===== config.mk =====
export PLATFORM = sky130hd
export DESIGN_NAME = f32em_ctrl
export DESIGN_NICKNAME = d
export VERILOG_FILES = /design/src/hw/rtl/f32em_pkg.sv /design/src/hw/rtl/f32em_ctrl.sv
export VERILOG_INCLUDE_DIRS = /design/src /design/src/hw/rtl
export SDC_FILE = /design/constraint.sdc
export NUM_CORES = 1
export LEC_CHECK = 0
export BUFFER_PORTS_ARGS = -buffer_cell sky130_fd_sc_hd__buf_2
export CAP_MARGIN = 20
export CELL_PAD_IN_SITES_DETAIL_PLACEMENT = 1
export CELL_PAD_IN_SITES_GLOBAL_PLACEMENT = 1
export CORE_UTILIZATION = 49
export CTS_BUF_LIST = sky130_fd_sc_hd__clkbuf_4 sky130_fd_sc_hd__clkbuf_8 sky130_fd_sc_hd__clkbuf_16
export DETAILED_ROUTE_END_ITERATION = 10
export PLACE_DENSITY_LB_ADDON = 0.1
export SLEW_MARGIN = 5
export SYNTH_ARGS = -nofsm -noshare
export SYNTH_HDL_FRONTEND = slang
export SYNTH_SLANG_ARGS = --single-unit
export TNS_END_PERCENT = 20

===== constraint.sdc =====
create_clock -name clock -period 1.6 [get_ports clock]
set_input_delay 0.24 -clock clock [delete_from_list [all_inputs] [get_ports clock]]
set_output_delay 0.24 -clock clock [all_outputs]
set_load 0.03 [all_outputs]

===== src/hw/rtl/assert_macros.svh =====
// Assertion helpers shared by the RTL. Simulation builds get the checks;
// synthesis builds see empty bodies.
`ifndef ASSERT_MACROS_SVH
`define ASSERT_MACROS_SVH
`ifndef SYNTHESIS
`define ASSERT_CLK(label, clk, rst, prop) \
   label: assert property (@(posedge clk) disable iff (rst) (prop)) \
      else $error("assertion failed");
`define ASSERT_ALWAYS(label, clk, prop) \
   label: assert property (@(posedge clk) (prop)) \
      else $error("assertion failed");
`else
`define ASSERT_CLK(label, clk, rst, prop)
`define ASSERT_ALWAYS(label, clk, prop)
`endif
`endif


===== src/hw/rtl/f32em_pkg.sv =====
package f32em_pkg;

   localparam int LANES_DEF  = 4;
   localparam int PIPE_DEPTH = 13;
   localparam int FP_W       = 32;

   localparam logic [31:0] X_FLOOR    = 32'hC18AA123;
   localparam logic [31:0] MAGIC_BIAS = 32'h49400000;
   localparam logic [31:0] NEG_MAGIC  = 32'hC9400000;
   localparam logic [31:0] LOG2E      = 32'h3FB8AA3B;
   localparam logic [31:0] NEG_LN2_HI = 32'hBF317200;
   localparam logic [31:0] NEG_LN2_LO = 32'hB5BFBE8E;
   localparam logic [31:0] POLY_C3    = 32'h3E2AAB0E;
   localparam logic [31:0] POLY_C2    = 32'h3F0000F6;
   localparam logic [31:0] NEG_ONE    = 32'hBF800000;
   localparam logic [31:0] QNAN_BIT   = 32'h00400000;
   localparam logic [31:0] DEF_NAN    = 32'hFFC00000;
   localparam logic [30:0] INF_MAG    = 31'h7F800000;
   localparam int          EXP_SHIFT  = 19;

   // 2^(k/16) as float32 bits, minus k<<19.
   function automatic logic [31:0] f_frac_rom(input logic [3:0] k);
      logic [31:0] r;
      case (k)
         4'd0:    r = 32'h3F800000;
         4'd1:    r = 32'h3F7DAAC3;
         4'd2:    r = 32'h3F7B95C2;
         4'd3:    r = 32'h3F79C3D3;
         4'd4:    r = 32'h3F7837F0;
         4'd5:    r = 32'h3F76F532;
         4'd6:    r = 32'h3F75FED7;
         4'd7:    r = 32'h3F75583F;
         4'd8:    r = 32'h3F7504F3;
         4'd9:    r = 32'h3F7508A4;
         4'd10:   r = 32'h3F75672A;
         4'd11:   r = 32'h3F76248C;
         4'd12:   r = 32'h3F7744FD;
         4'd13:   r = 32'h3F78CCDF;
         4'd14:   r = 32'h3F7AC0C7;
         default: r = 32'h3F7D257D;
      endcase
      return r;
   endfunction

   function automatic logic f_isnan(input logic [31:0] a);
      return (a[30:23] == 8'hFF) && (a[22:0] != 23'd0);
   endfunction

   function automatic logic [5:0] f_lzc49(input logic [48:0] v);
      logic [5:0] n;
      logic       found;
      n     = 6'd49;
      found = 1'b0;
      for (int i = 48; i >= 0; i--) begin
         if (!found && v[i]) begin
            n     = 6'(48 - i);
            found = 1'b1;
         end
      end
      return n;
   endfunction

   // Rounds a normalized significand (leading one at bit 48) to nearest-even.
   function automatic logic [31:0] f_round(input logic sgn,
                                           input logic signed [11:0] be_i,
                                           input logic [48:0] sig_i);
      logic signed [11:0] be;
      logic [48:0]        sig;
      logic               st;
      logic [5:0]         sh;
      logic [23:0]        m;
      logic               g;
      logic               s;
      logic [24:0]        mr;
      logic [31:0]        r;
      be  = be_i;
      sig = sig_i;
      st  = 1'b0;
      sh  = 6'd0;
      if (be < 12'sd1) begin
         if (be < -12'sd47) begin
            st  = |sig;
            sig = '0;
         end else begin
            sh  = 6'(12'sd1 - be);
            st  = |(sig & ~({49{1'b1}} << sh));
            sig = sig >> sh;
         end
         sig[0] = sig[0] | st;
         be     = 12'sd1;
      end
      m  = sig[48:25];
      g  = sig[24];
      s  = |sig[23:0];
      mr = {1'b0, m} + 25'(g & (s | m[0]));
      if (mr[24]) begin
         mr = mr >> 1;
         be = be + 12'sd1;
      end
      if (be >= 12'sd255) begin
         r = {sgn, 8'hFF, 23'd0};
      end else begin
         r = {sgn, (mr[23] ? be[7:0] : 8'd0), mr[22:0]};
      end
      return r;
   endfunction

   function automatic logic [31:0] f_mul(input logic [31:0] a, input logic [31:0] b);
      logic               sg;
      logic [7:0]         ea;
      logic [7:0]         eb;
      logic [23:0]        ma;
      logic [23:0]        mb;
      logic [47:0]        pr;
      logic [48:0]        sig;
      logic [5:0]         lz;
      logic signed [11:0] be;
      logic               ai;
      logic               bi;
      logic               az;
      logic               bz;
      logic [31:0]        r;
      sg  = a[31] ^ b[31];
      ea  = (a[30:23] == 8'd0) ? 8'd1 : a[30:23];
      eb  = (b[30:23] == 8'd0) ? 8'd1 : b[30:23];
      ma  = {a[30:23] != 8'd0, a[22:0]};
      mb  = {b[30:23] != 8'd0, b[22:0]};
      ai  = a[30:0] == INF_MAG;
      bi  = b[30:0] == INF_MAG;
      az  = a[30:0] == 31'd0;
      bz  = b[30:0] == 31'd0;
      pr  = ma * mb;
      sig = {pr, 1'b0};
      lz  = f_lzc49(sig);
      sig = sig << lz;
      be  = $signed({4'd0, ea}) + $signed({4'd0, eb}) - 12'sd126
            - $signed({6'd0, lz});
      if (f_isnan(a)) begin
         r = a | QNAN_BIT;
      end else if (f_isnan(b)) begin
         r = b | QNAN_BIT;
      end else if ((ai && bz) || (bi && az)) begin
         r = DEF_NAN;
      end else if (ai || bi) begin
         r = {sg, INF_MAG};
      end else if (az || bz) begin
         r = {sg, 31'd0};
      end else begin
         r = f_round(sg, be, sig);
      end
      return r;
   endfunction

   function automatic logic [31:0] f_add(input logic [31:0] a, input logic [31:0] b);
      logic [31:0]        x;
      logic [31:0]        y;
      logic [7:0]         ex;
      logic [7:0]         ey;
      logic [7:0]         d;
      logic [48:0]        xs;
      logic [48:0]        ys;
      logic [48:0]        sm;
      logic               st;
      logic [5:0]         lz;
      logic signed [11:0] be;
      logic               ai;
      logic               bi;
      logic [31:0]        r;
      ai = a[30:0] == INF_MAG;
      bi = b[30:0] == INF_MAG;
      if (a[30:0] >= b[30:0]) begin
         x = a;
         y = b;
      end else begin
         x = b;
         y = a;
      end
      ex = (x[30:23] == 8'd0) ? 8'd1 : x[30:23];
      ey = (y[30:23] == 8'd0) ? 8'd1 : y[30:23];
      d  = ex - ey;
      xs = {1'b0, x[30:23] != 8'd0, x[22:0], 24'd0};
      ys = {1'b0, y[30:23] != 8'd0, y[22:0], 24'd0};
      if (d > 8'd48) begin
         st = |ys;
         ys = {48'd0, st};
      end else begin
         st    = |(ys & ~({49{1'b1}} << d[5:0]));
         ys    = ys >> d[5:0];
         ys[0] = ys[0] | st;
      end
      sm = (x[31] ^ y[31]) ? (xs - ys) : (xs + ys);
      lz = f_lzc49(sm);
      be = $signed({4'd0, ex}) + 12'sd1 - $signed({6'd0, lz});
      if (f_isnan(a)) begin
         r = a | QNAN_BIT;
      end else if (f_isnan(b)) begin
         r = b | QNAN_BIT;
      end else if (ai && bi && (a[31] != b[31])) begin
         r = DEF_NAN;
      end else if (ai) begin
         r = a;
      end else if (bi) begin
         r = b;
      end else if (sm == 49'd0) begin
         r = {a[31] & b[31], 31'd0};
      end else begin
         r = f_round(x[31], be, sm << lz);
      end
      return r;
   endfunction

endpackage


===== src/hw/rtl/f32em_ctrl.sv =====
`include "assert_macros.svh"

// Valid and last tracking for the lane pipeline. The whole pipeline moves
// whenever the output slot is empty or being taken this cycle.
module f32em_ctrl (
   input  logic clock,
   input  logic reset,
   input  logic req_tvalid,
   input  logic req_tlast,
   output logic req_tready,
   output logic rsp_tvalid,
   output logic rsp_tlast,
   input  logic rsp_tready,
   output logic adv
);

   localparam int D = f32em_pkg::PIPE_DEPTH;

   logic [D-1:0] vld_ff;
   logic [D-1:0] vld_in;
   logic [D-1:0] last_ff;

   assign adv        = !vld_ff[D-1] || rsp_tready;
   assign req_tready = adv;
   assign rsp_tvalid = vld_ff[D-1];
   assign rsp_tlast  = last_ff[D-1];
   assign vld_in     = {vld_ff[D-2:0], req_tvalid};

   always_ff @(posedge clock) begin
      if (reset) begin
         vld_ff <= '0;
      end else if (adv) begin
         vld_ff <= vld_in;
      end
   end

   always_ff @(posedge clock) begin
      if (adv) begin
         last_ff <= {last_ff[D-2:0], req_tlast};
      end
   end

   `ASSERT_CLK(a_hold_on_stall, clock, reset, !adv |=> $stable(vld_ff))
   `ASSERT_CLK(a_accept_enters, clock, reset, (req_tvalid && req_tready) |=> vld_ff[0])
   `ASSERT_CLK(a_backpressure, clock, reset, (rsp_tvalid && !rsp_tready) |-> !req_tready)

endmodule


-- After elaboration in Yosys (flattened, before gate mapping)
Cells that the tools add are included.
- word-level logic and storage cells: 4
- output and inout port bits: 4
- flip-flop bits (word level): 26
- input bits: 5
- reductions and logical operators: 2
- operators by type and width (kind ; count):
    zero test 1 bit ; 1
    logical OR 1 bit ; 1

-- Logic depth before layout (Yosys ltp)
Gate-level depths: netlist of the first run.
- depth in word-level cells: 2
- depth in mapped cells: 4
- gate-level depth less buffers: 3

-- Worst setup path after synthesis of the first run
No wires, ideal clock.
- path type: register -> output
- start point: register vld_ff[12]
- end point: output port req_tready
- path buffers: 2
- required time: 1360 ps
- arrival time: 1181 ps
- stages on the path, launching flop included: 5
- path slack: 179 ps
- cells stage by stage: dfxtp_1 > nor2b_4 > inv_2 > buf_6 > buf_4
- cells in the longest elaborated chain, start to end: 2
- RTL lines (item ; RTL line ; text):
    from (decl) ; f32em_ctrl.sv:19 ; logic [D-1:0] vld_ff;
    from (signal assigned) ; f32em_ctrl.sv:33 ; vld_ff <= vld_in;
    zero test 1 bit ; f32em_ctrl.sv:23 ; assign adv = !vld_ff[D-1] || rsp_tready;
    logical OR 1 bit ; f32em_ctrl.sv:23 ;
    to (decl) ; f32em_ctrl.sv:10 ; output logic req_tready,
No other way between the ends.

-- Worst setup path after layout of the first run
Same ends and word-level chain as after synthesis.

==> results of run 1 <==
sequential cells by signal (all words and copies together) (netlist names):
name / count
last_ff: 13
vld_ff: 13
cell usage after synthesis:
master / n / area, um^2
a21oi_1: 1 / 5.00
buf_4: 1 / 7.51
buf_6: 1 / 11.3
clkbuf_1: 1 / 3.75
dfxtp_1: 13 / 260
edfxtp_1: 13 / 390
inv_1: 1 / 3.75
inv_2: 1 / 3.75
mux2i_1: 11 / 110
nand2b_1: 12 / 75.1
nand4bb_1: 1 / 11.3
nor2b_4: 1 / 13.8
o21ai_0: 1 / 5.00
power by group through the flow:
stage          combinational [uW]  clock [uW]  sequential [uW]
4_1_cts                      23.4         385              725
3_5_place_dp                 23.1           0              739
5_1_grt                      25.2         409              728
6_report                     22.7         368              725
2_1_floorplan                11.2           0              740
3_3_place_gp                 22.8           0              739
per-stage QoR:
step / power [uW] / worst slack, ps / instances / cell area, um^2 / utilization [%]
floorplan: 751 / 179 / 58 / 901 / -
global placement: 762 / 381 / 89 / 957 / 55.4
detailed placement: 762 / 341 / 89 / 957 / 55.4
CTS: 1130 / 54.1 / 93 / 1000 / 58.2
global route: 1160 / 75.6 / 93 / 1010 / 58.3
finish: 1120 / 150 / 93 / 1010 / 58.3
cells by family after synthesis:
kind of cell	Yosys count	share of synthesized area [%]
AO/OA/AOI/OAI	2	1.11
AND/OR/NAND/NOR	14	11.1
buffers and inverters	5	3.33
flip-flops	26	72.2
multiplexers	11	12.2
final cells by class:
cell class | instances | area [um^2] | share of cell area [%]
inverter | 2 | 10.0 | 0.994
tap | 25 | 31.3 | 3.11
timing repair buffer | 9 | 47.5 | 4.72
multi-input combinational | 27 | 220 | 21.9
sequential | 26 | 651 | 64.6
clock buffer | 4 | 47.5 | 4.72
routing by layer:
metal / track usage [%] / share of wire [%] / vias to the layer above / wire length (um)
li1: - / - / 220 / -
met4: 1.82 / 0 / 0 / 0
met2: 19.7 / 47 / 11 / 518
met1: 17.9 / 47 / 217 / 520
met3: 7.20 / 6.2 / 0 / 69
met5: 0 / 0 / - / 0
repair_timing:
action,CTS,global route
hold buffers,0,0
setup endpoints to repair,0,2
resized for setup,0,2
endpoints found under the hold margin,0,0
layout by cell type (no fill, tap or decap):
cell / count
clkbuf_16: 1
o21ai_0: 1
nor2b_4: 1
edfxtp_1: 13
clkbuf_4: 3
buf_4: 1
inv_4: 1
mux2i_1: 11
buf_2: 8
a21oi_1: 1
nand2b_1: 12
inv_1: 1
nand4bb_1: 1
dfxtp_1: 13
path summary, 6_finish.rpt:
path / start / to / slack, ps / cells past startpoint
setup / recovery: vld_ff[12] / req_tready / 150 / 3
hold reg to reg: last_ff[5] / last_ff[6] / 440 / 0
hold / removal: req_tlast / last_ff[0] / 90 / 1
setup reg to reg: vld_ff[12] / vld_ff[4] / 440 / 4
==> results.py, run 1 <==
metrics = {
    "worst_setup_path": {
        "crit_family": "flip-flops",
        "cp_max_fo": 16,
        "cp-end-kind": "output port",
        "max_stage_delay_ps": 360,
        "critPathKind": "reg2out",
        "crit_path_cell_trace": "nor2b_4 > inv_4 > buf_2",
        "critPathBufInv": 2,
        "worstPathArrival_ps": 1210,
        "cp_slowest_cell": "dfxtp_1",
        "cp.required_ps": 1360,
        "startpoint_type": "flop",
    },
    "power_and_ir_drop": {
        "p_sw_share_pct": 17.4,
        "p_int_uw": 921,
        "comb_power_share_pct": 2.0,
        "seqPwrFrac_pct": 65.0,
        "switchingPower_uw": 194,
        "power_leakage_uw": 0.000421,
        "power_density_mw_per_mm2": 1110,
        "clock_power_share_pct": 33.0,
        "vdd_drop_max_uv": 823,
    },
    "timing": {
        "finClkSkew_ps": 8.37,
        "slew_headroom_pct": 90.0,
        "rsz0062_at_grt": "false",
        "worst_pin_slew_ps": 146,
        "setup-tns-final_ps": 0,
        "setup_violations": 0,
        "timing.hold.ws_ps": 89.4,
        "finalHoldViolations": 0,
        "fin_crit_sh_pct": 90.6,
        "finalMaxSlewViolations": 0,
        "clock.fmax_mhz": 690,
        "post-route-min-period_ps": 1450,
    },
    "grt": {
        "first_global_vias": 424,
        "grt_remaining_overflow": 0,
        "grt_antenna_before_repair": 0,
        "grt_use_total_pct": 13.3,
        "grt_max_degree": 17,
        "grt_pass1_wl_um": 1840,
    },
    "drt": {
        "via_per_inst": 4.82,
        "vias": 448,
        "initialDrtViolationCount": 2,
        "drt_pass1_iterations": 3,
        "wl_um": 1110,
        "post-route-drc-count": 0,
        "detail-route-antenna-nets": 0,
        "wl_per_cell_um": 11.9,
    },
    "cts": {
        "cts.clk_slew.worst_paths_ps": 130,
        "cts_tree": "built",
        "clkSinkCount": 26,
        "numCtsBuffers": 3,
        "cts_max_level": 1,
        "cts_setup_buffers": 0,
        "cts_buffer_depth": 2,
        "root_buffer": "clkbuf_4",
        "clk_latency_ps": 310,
    },
    "floorplanning": {
        "start_util_pct": 52.2,
        "io_pins": 9,
        "die_height_um": 44.9,
        "die_x_um": 44.9,
        "design.die.area_mm2": 0.00201,
        "fp-row-count": 15,
        "coreArea_mm2": 0.00173,
    },
    "status": {
        "status": "completed",
    },
    "synthesis": {
        "synthesis.area_um2": 901,
        "synth.distinct_cells": 13,
        "yosysSeqAreaShare_pct": 72.2,
        "synth_cells": 58,
        "ys_ff_latch": 26,
        "yosys_warnings": 0,
        "synth_nets": 63,
        "avgSynthCellArea_um2": 15.5,
    },
    "layout": {
        "nNetsFinal": 74,
        "fill_cells": 181,
        "area_delta_synth_final_pct": 11.8,
        "diodes": 0,
        "drive_gt1_share_pct": 22.1,
    },
    "place": {
        "port_buffers": 8,
        "dp.final_hpwl_um": 758,
        "gp_congestion": 0.654,
    },
    "hold_path": {
        "hold_path_class": "in2reg",
    },
    "run": {
        "max_cap_viol_count": 0,
    },
}
No activity file was read; power rests on OpenSTA's default activity.
==> run 2, diff against run 1 <==
--- a/config.mk
+++ b/config.mk
@@ -6,15 +6,15 @@
 export SDC_FILE = /design/constraint.sdc
 export NUM_CORES = 1
 export LEC_CHECK = 0
-export BUFFER_PORTS_ARGS = -buffer_cell sky130_fd_sc_hd__buf_2
 export CAP_MARGIN = 20
 export CELL_PAD_IN_SITES_DETAIL_PLACEMENT = 1
 export CELL_PAD_IN_SITES_GLOBAL_PLACEMENT = 1
-export CORE_UTILIZATION = 49
+export CORE_UTILIZATION = 52
 export CTS_BUF_LIST = sky130_fd_sc_hd__clkbuf_4 sky130_fd_sc_hd__clkbuf_8 sky130_fd_sc_hd__clkbuf_16
 export DETAILED_ROUTE_END_ITERATION = 10
+export DONT_BUFFER_PORTS = 1
 export PLACE_DENSITY_LB_ADDON = 0.1
-export SLEW_MARGIN = 5
+export SLEW_MARGIN = 0
 export SYNTH_ARGS = -nofsm -noshare
 export SYNTH_HDL_FRONTEND = slang
 export SYNTH_SLANG_ARGS = --single-unit
==> run 2 against run 1 <==
  * The run now ends with DRC left
  * Hold slack worse by 11 ps
  * Critical path type unchanged
  * Clock power shrank 15%
  * Largest cell class unchanged
  * Via count is 7.6% lower
  * Global-route usage about the same
  * Sequential power about the same
  * Sequential cell count unchanged
  * Sequential share of layout area grew 2.8 points
  * Non-clock buffer count is 6 lower
  * Power is 5.6% lower
  * Die area down 5.5%
==> results.py, run 2 (synthesized netlist as in run 1, its figures left out) <==
metrics = {
    "timing": {
        "post-route-min-period_ps": 1380,
        "fin_ws_ps": 216,
        "worst_pin_slew_ps": 454,
        "setup_violations": 0,
        "slew_headroom_pct": 69.7,
        "fin_crit_sh_pct": 86.5,
        "clock.fmax_mhz": 723,
        "finalMaxSlewViolations": 0,
        "finClkSkew_ps": 3.52,
        "timing.hold.ws_ps": 78.9,
        "setup-tns-final_ps": 0,
        "rsz0062_at_grt": "false",
        "finalHoldViolations": 0,
    },
    "drt": {
        "wl_met2_um": 464,
        "post-route-drc-count": 1,
        "wl_um": 1070,
        "via_per_inst": 5.31,
        "wl_met1_um": 515,
        "drt_pass1_iterations": 6,
        "detail-route-antenna-nets": 0,
        "initialDrtViolationCount": 6,
        "vias": 414,
        "highest_layer": "met4",
        "met3_length_um": 63,
        "wl_per_cell_um": 13.7,
    },
    "layout": {
        "multi_input_comb_area_um2": 220,
        "fill_cells": 141,
        "area_delta_synth_final_pct": 7.08,
        "regArea_um2": 651,
        "nNetsFinal": 68,
        "postLayoutCellArea_um2": 965,
        "final_cell_mix": "edfxtp_1, dfxtp_1, nand2b_1",
        "drive_gt1_share_pct": 11.3,
        "diodes": 0,
        "final_util_pct": 61.9,
        "largestRegisters": "last_ff: 13 flops, vld_ff: 13 flops",
    },
    "place": {
        "pre_cts_slack_ps": 204,
        "place_area_um2": 906,
        "gp_congestion": 0.694,
        "dp.final_hpwl_um": 698,
        "port_buffers": 0,
    },
    "floorplanning": {
        "start_util_pct": 57.8,
        "die_height_um": 43.6,
        "io_pins": 9,
        "fp-row-count": 14,
        "design.die.area_mm2": 0.00190,
        "die_x_um": 43.6,
        "coreArea_mm2": 0.00156,
    },
    "hold_path": {
        "min_delay_path_depth": 2,
        "hp-start": "req_tvalid",
        "holdPathEnd": "vld_ff[0]",
        "hold_path_class": "in2reg",
    },
    "worst_setup_path": {
        "cp.required_ps": 1360,
        "r2r_slack_ps": 440,
        "max_stage_delay_ps": 340,
        "cp_max_fo": 25,
        "worstPathArrival_ps": 1140,
        "r2r_start": "vld_ff[12]",
        "startpoint_type": "flop",
        "r2r_end": "last_ff[10]",
        "critPathKind": "reg2out",
        "cp-startpoint": "vld_ff[12]",
        "cp_slowest_cell": "inv_4",
        "crit_path_cell_trace": "nor2b_4 > inv_4",
        "cp-end-kind": "output port",
        "reg2reg_depth": 2,
        "crit_family": "buffers and inverters",
        "critPathBufInv": 1,
    },
    "cts": {
        "clk_latency_ps": 310,
        "cts_max_level": 1,
        "cts_buffer_depth": 2,
        "cts_tree": "built",
        "numCtsBuffers": 3,
        "cts.clk_slew.worst_paths_ps": 120,
        "clkSinkCount": 26,
        "root_buffer": "clkbuf_4",
    },
    "grt": {
        "first_global_vias": 397,
        "grt_remaining_overflow": 0,
        "grt_antenna_before_repair": 0,
        "grt_max_degree": 26,
        "grt_pass1_wl_um": 1730,
        "grt_use_total_pct": 13.3,
    },
    "run": {
        "max_cap_viol_count": 0,
    },
    "power_and_ir_drop": {
        "comb_power_share_pct": 1.3,
        "power_leakage_uw": 0.000395,
        "p_int_uw": 869,
        "clock_power_share_pct": 29.6,
        "power_density_mw_per_mm2": 1090,
        "p_sw_share_pct": 17.5,
        "switchingPower_uw": 184,
        "vdd_drop_max_uv": 695,
        "seqPwrFrac_pct": 69.1,
    },
    "status": {
        "violations": "DRC",
        "status": "finished with violations",
    },
}
==> run 2: per-stage QoR <==
| stage | power, uW | cells |
|---|---|---|
| 2_1_floorplan | 751 | 58 |
| 3_3_place_gp | 752 | 72 |
| 3_5_place_dp | 752 | 72 |
| 4_1_cts | 1070 | 78 |
| 5_1_grt | 1090 | 78 |
| 6_report | 1050 | 78 |
==> run 2: worst reg2reg max path: cells and delay by family (launching register included) <==
kind,cells,cell delay (ps)
flip-flops,1,330
AND/OR/NAND/NOR,1,150
buffers and inverters,1,350
==> run 2: area by class of cell <==
cell class	instances	share of cell area, %
clock buffers	4	3.76
inverters	2	1.04
multi-input cells	27	22.8
flip-flops and latches	26	67.4
well taps	16	2.08
repair buffers	3	2.85
==> run 2: power groups by stage <==
stage	combinational (uW)	sequential, uW	clock (uW)
floorplan	11.2	740	0
finish	14.1	727	312
global placement	9.68	742	0
detailed placement	10.2	742	0
CTS	14.2	728	329
global route	15.1	730	345
==> run 2: repair_timing <==
action                                  in CTS  in global routing
resized for setup                            1                  0
setup buffers                                0                  0
endpoints found under the setup margin       2                  0
hold endpoints to repair                     2                  0
hold buffers                                 2                  0
==> run 2: metal layers <==
metal	global-route usage [%]	vias up
met5	0	-
met4	7.50	0
met3	6.25	2
met2	17.3	10
met1	18.2	194
li1	-	208
==> run 2: how the worst max path moves through the flow <==
stage	end	slack, ps	cells after the start
finish	req_tready	220	2
global placement	last_ff[0]	250	2
CTS	req_tready	190	2
floorplan	req_tready	180	4
detailed placement	last_ff[2]	200	2
global route	req_tready	150	2
==> run 3, diff against run 2 <==
--- a/config.mk
+++ b/config.mk
@@ -7,15 +7,13 @@
 export NUM_CORES = 1
 export LEC_CHECK = 0
 export CAP_MARGIN = 20
-export CELL_PAD_IN_SITES_DETAIL_PLACEMENT = 1
-export CELL_PAD_IN_SITES_GLOBAL_PLACEMENT = 1
-export CORE_UTILIZATION = 52
+export CORE_UTILIZATION = 62
 export CTS_BUF_LIST = sky130_fd_sc_hd__clkbuf_4 sky130_fd_sc_hd__clkbuf_8 sky130_fd_sc_hd__clkbuf_16
 export DETAILED_ROUTE_END_ITERATION = 10
 export DONT_BUFFER_PORTS = 1
-export PLACE_DENSITY_LB_ADDON = 0.1
+export PLACE_DENSITY = 0.78
 export SLEW_MARGIN = 0
 export SYNTH_ARGS = -nofsm -noshare
 export SYNTH_HDL_FRONTEND = slang
 export SYNTH_SLANG_ARGS = --single-unit
-export TNS_END_PERCENT = 20
+export TNS_END_PERCENT = 5
==> run 3 against run 2 <==
  * The flow now finishes without violations
  * Register-to-register slack improved by 90 ps
  * Combinational power about the same
  * Hold slack hardly changed
  * Non-clock buffer count up 1
  * Clock power is 40% higher
  * Critical path depth grew 1
  * Worst setup slack improved by 4.7 ps
  * Die area down 15%
  * Final cell count stayed put
  * Sequential share of layout area down 2.2 points
  * Power is 12% higher
  * Count of clock-buffer cells in the layout decreased by 1
  * Critical endpoint is now adv
  * Highest routed layer unchanged
==> results.py, run 3 (synthesized netlist as in run 1, its figures left out) <==
metrics = {
    "status": {
        "status": "completed",
    },
    "drt": {
        "vias": 433,
        "wl_per_cell_um": 15.0,
        "via_per_inst": 5.55,
        "wl_um": 1170,
        "drt_pass1_iterations": 4,
        "initialDrtViolationCount": 6,
        "detail-route-antenna-nets": 0,
        "post-route-drc-count": 0,
    },
    "timing": {
        "post-route-min-period_ps": 1380,
        "setup-tns-final_ps": 0,
        "rsz0062_at_grt": "false",
        "fin_crit_sh_pct": 86.2,
        "setup_violations": 0,
        "finClkSkew_ps": 3.68,
        "worst_pin_slew_ps": 280,
        "finalHoldViolations": 0,
        "slew_headroom_pct": 81.4,
        "finalMaxSlewViolations": 0,
        "clock.fmax_mhz": 725,
    },
    "power_and_ir_drop": {
        "seqPwrFrac_pct": 61.7,
        "p_int_uw": 983,
        "vdd_drop_max_uv": 1190,
        "power_density_mw_per_mm2": 1180,
        "clock_power_share_pct": 37.1,
        "power_leakage_uw": 0.000412,
        "p_sw_share_pct": 16.7,
        "comb_power_share_pct": 1.2,
        "switchingPower_uw": 197,
    },
    "worst_setup_path": {
        "cp.required_ps": 1360,
        "critPathKind": "reg2out",
        "r2r_slack_ps": 530,
        "worstPathArrival_ps": 1140,
        "r2r_end": "last_ff[1]",
        "startpoint_type": "flop",
        "cp_max_fo": 25,
        "r2r_start": "vld_ff[12]",
        "reg2reg_depth": 3,
        "cp-end-kind": "output port",
    },
    "layout": {
        "final_cell_mix": "edfxtp_1, dfxtp_1, nand2b_1",
        "diodes": 0,
        "multi_input_comb_area_um2": 220,
        "regArea_um2": 651,
        "drive_gt1_share_pct": 12.7,
        "fill_cells": 86,
        "largestRegisters": "last_ff: 13 flops, vld_ff: 13 flops",
        "nNetsFinal": 69,
        "area_delta_synth_final_pct": 10.7,
        "final_util_pct": 74.8,
    },
    "floorplanning": {
        "die_height_um": 40.1,
        "design.die.area_mm2": 0.00161,
        "start_util_pct": 67.5,
        "die_x_um": 40.1,
        "io_pins": 9,
        "coreArea_mm2": 0.00133,
        "fp-row-count": 13,
    },
    "hold_path": {
        "min_delay_path_depth": 2,
        "hold_path_class": "in2reg",
        "holdPathEnd": "vld_ff[0]",
        "hp-start": "req_tvalid",
    },
    "cts": {
        "clk_latency_ps": 310,
        "cts_max_level": 1,
        "root_buffer": "clkbuf_4",
        "numCtsBuffers": 3,
        "clkSinkCount": 26,
        "cts_tree": "built",
        "cts.clk_slew.worst_paths_ps": 130,
        "cts_buffer_depth": 2,
    },
    "place": {
        "gp_congestion": 0.640,
        "port_buffers": 0,
        "dp.final_hpwl_um": 756,
    },
    "grt": {
        "grt_remaining_overflow": 0,
        "grt_antenna_before_repair": 0,
        "grt_pass1_wl_um": 1770,
        "grt_use_total_pct": 18.7,
        "grt_max_degree": 26,
        "first_global_vias": 426,
    },
    "run": {
        "max_cap_viol_count": 0,
    },
}
run 3: cell types whose count changed in the layout (fill, tap and decap cells not counted), sizes merged:
cell,delta
buf,+1
bufinv,+1
clkbuf,-1
run 3: what timing repair did:
action                     in CTS  in global routing
setup endpoints to repair       0                  0
hold endpoints to repair        2                  0
buffers inserted                0                  0
gates resized for setup         0                  0
hold buffers                    2                  0
run 3: worst max-delay path by stage:
stage / start / slack (ps) / endpoint / cells after the start
detailed placement: vld_ff[12] / 560 / last_ff[0] / 3
floorplan: vld_ff[12] / 180 / req_tready / 4
global placement: vld_ff[12] / 590 / last_ff[0] / 3
finish: vld_ff[12] / 220 / adv / 3
CTS: vld_ff[12] / 210 / adv / 3
global route: vld_ff[12] / 140 / req_tready / 3
run 3: routing by layer:
layer	vias to the layer above	GRT usage, %	routed length [um]
met5	-	0	0
met3	2	10.6	78
met1	207	21.0	494
li1	212	-	-
met4	0	5.17	8
met2	12	30.2	590
run 3: layout make-up:
class	count	area share [%]
Inverter	2	0.753
Tap cell	15	1.88
Sequential cell	26	65.2
Clock inverter	1	3.01
Clock buffer	3	2.26
Timing Repair Buffer	4	4.77
Multi-Input combinational cell	27	22.1
run 3: stage by stage:
stage | hold WS, ps | setup slack [ps] | cells | instance area (um^2) | total power [uW]
3_5_place_dp | 312 | 563 | 72 | 925 | 754
3_3_place_gp | 311 | 587 | 72 | 925 | 752
5_1_grt | 60.2 | 143 | 78 | 997 | 1220
2_1_floorplan | 339 | 179 | 58 | 901 | 751
4_1_cts | 71.0 | 215 | 78 | 997 | 1190
6_report | 78.6 | 221 | 78 | 997 | 1180
run 3: critical path, cell delays in order, from the launching register on:
cell and delay [ps]:
dfxtp_1 360, nor2b_4 210, inv_2 60, buf_12 180
run 3: power groups by stage:
stage / clock network [uW] / registers (uW) / logic (uW)
after CTS: 445 / 729 / 14.4
after global placement: 0 / 742 / 9.60
after detailed placement: 0 / 743 / 10.4
after global routing: 470 / 731 / 15.5
after floorplan: 0 / 740 / 11.2
final: 437 / 728 / 14.2
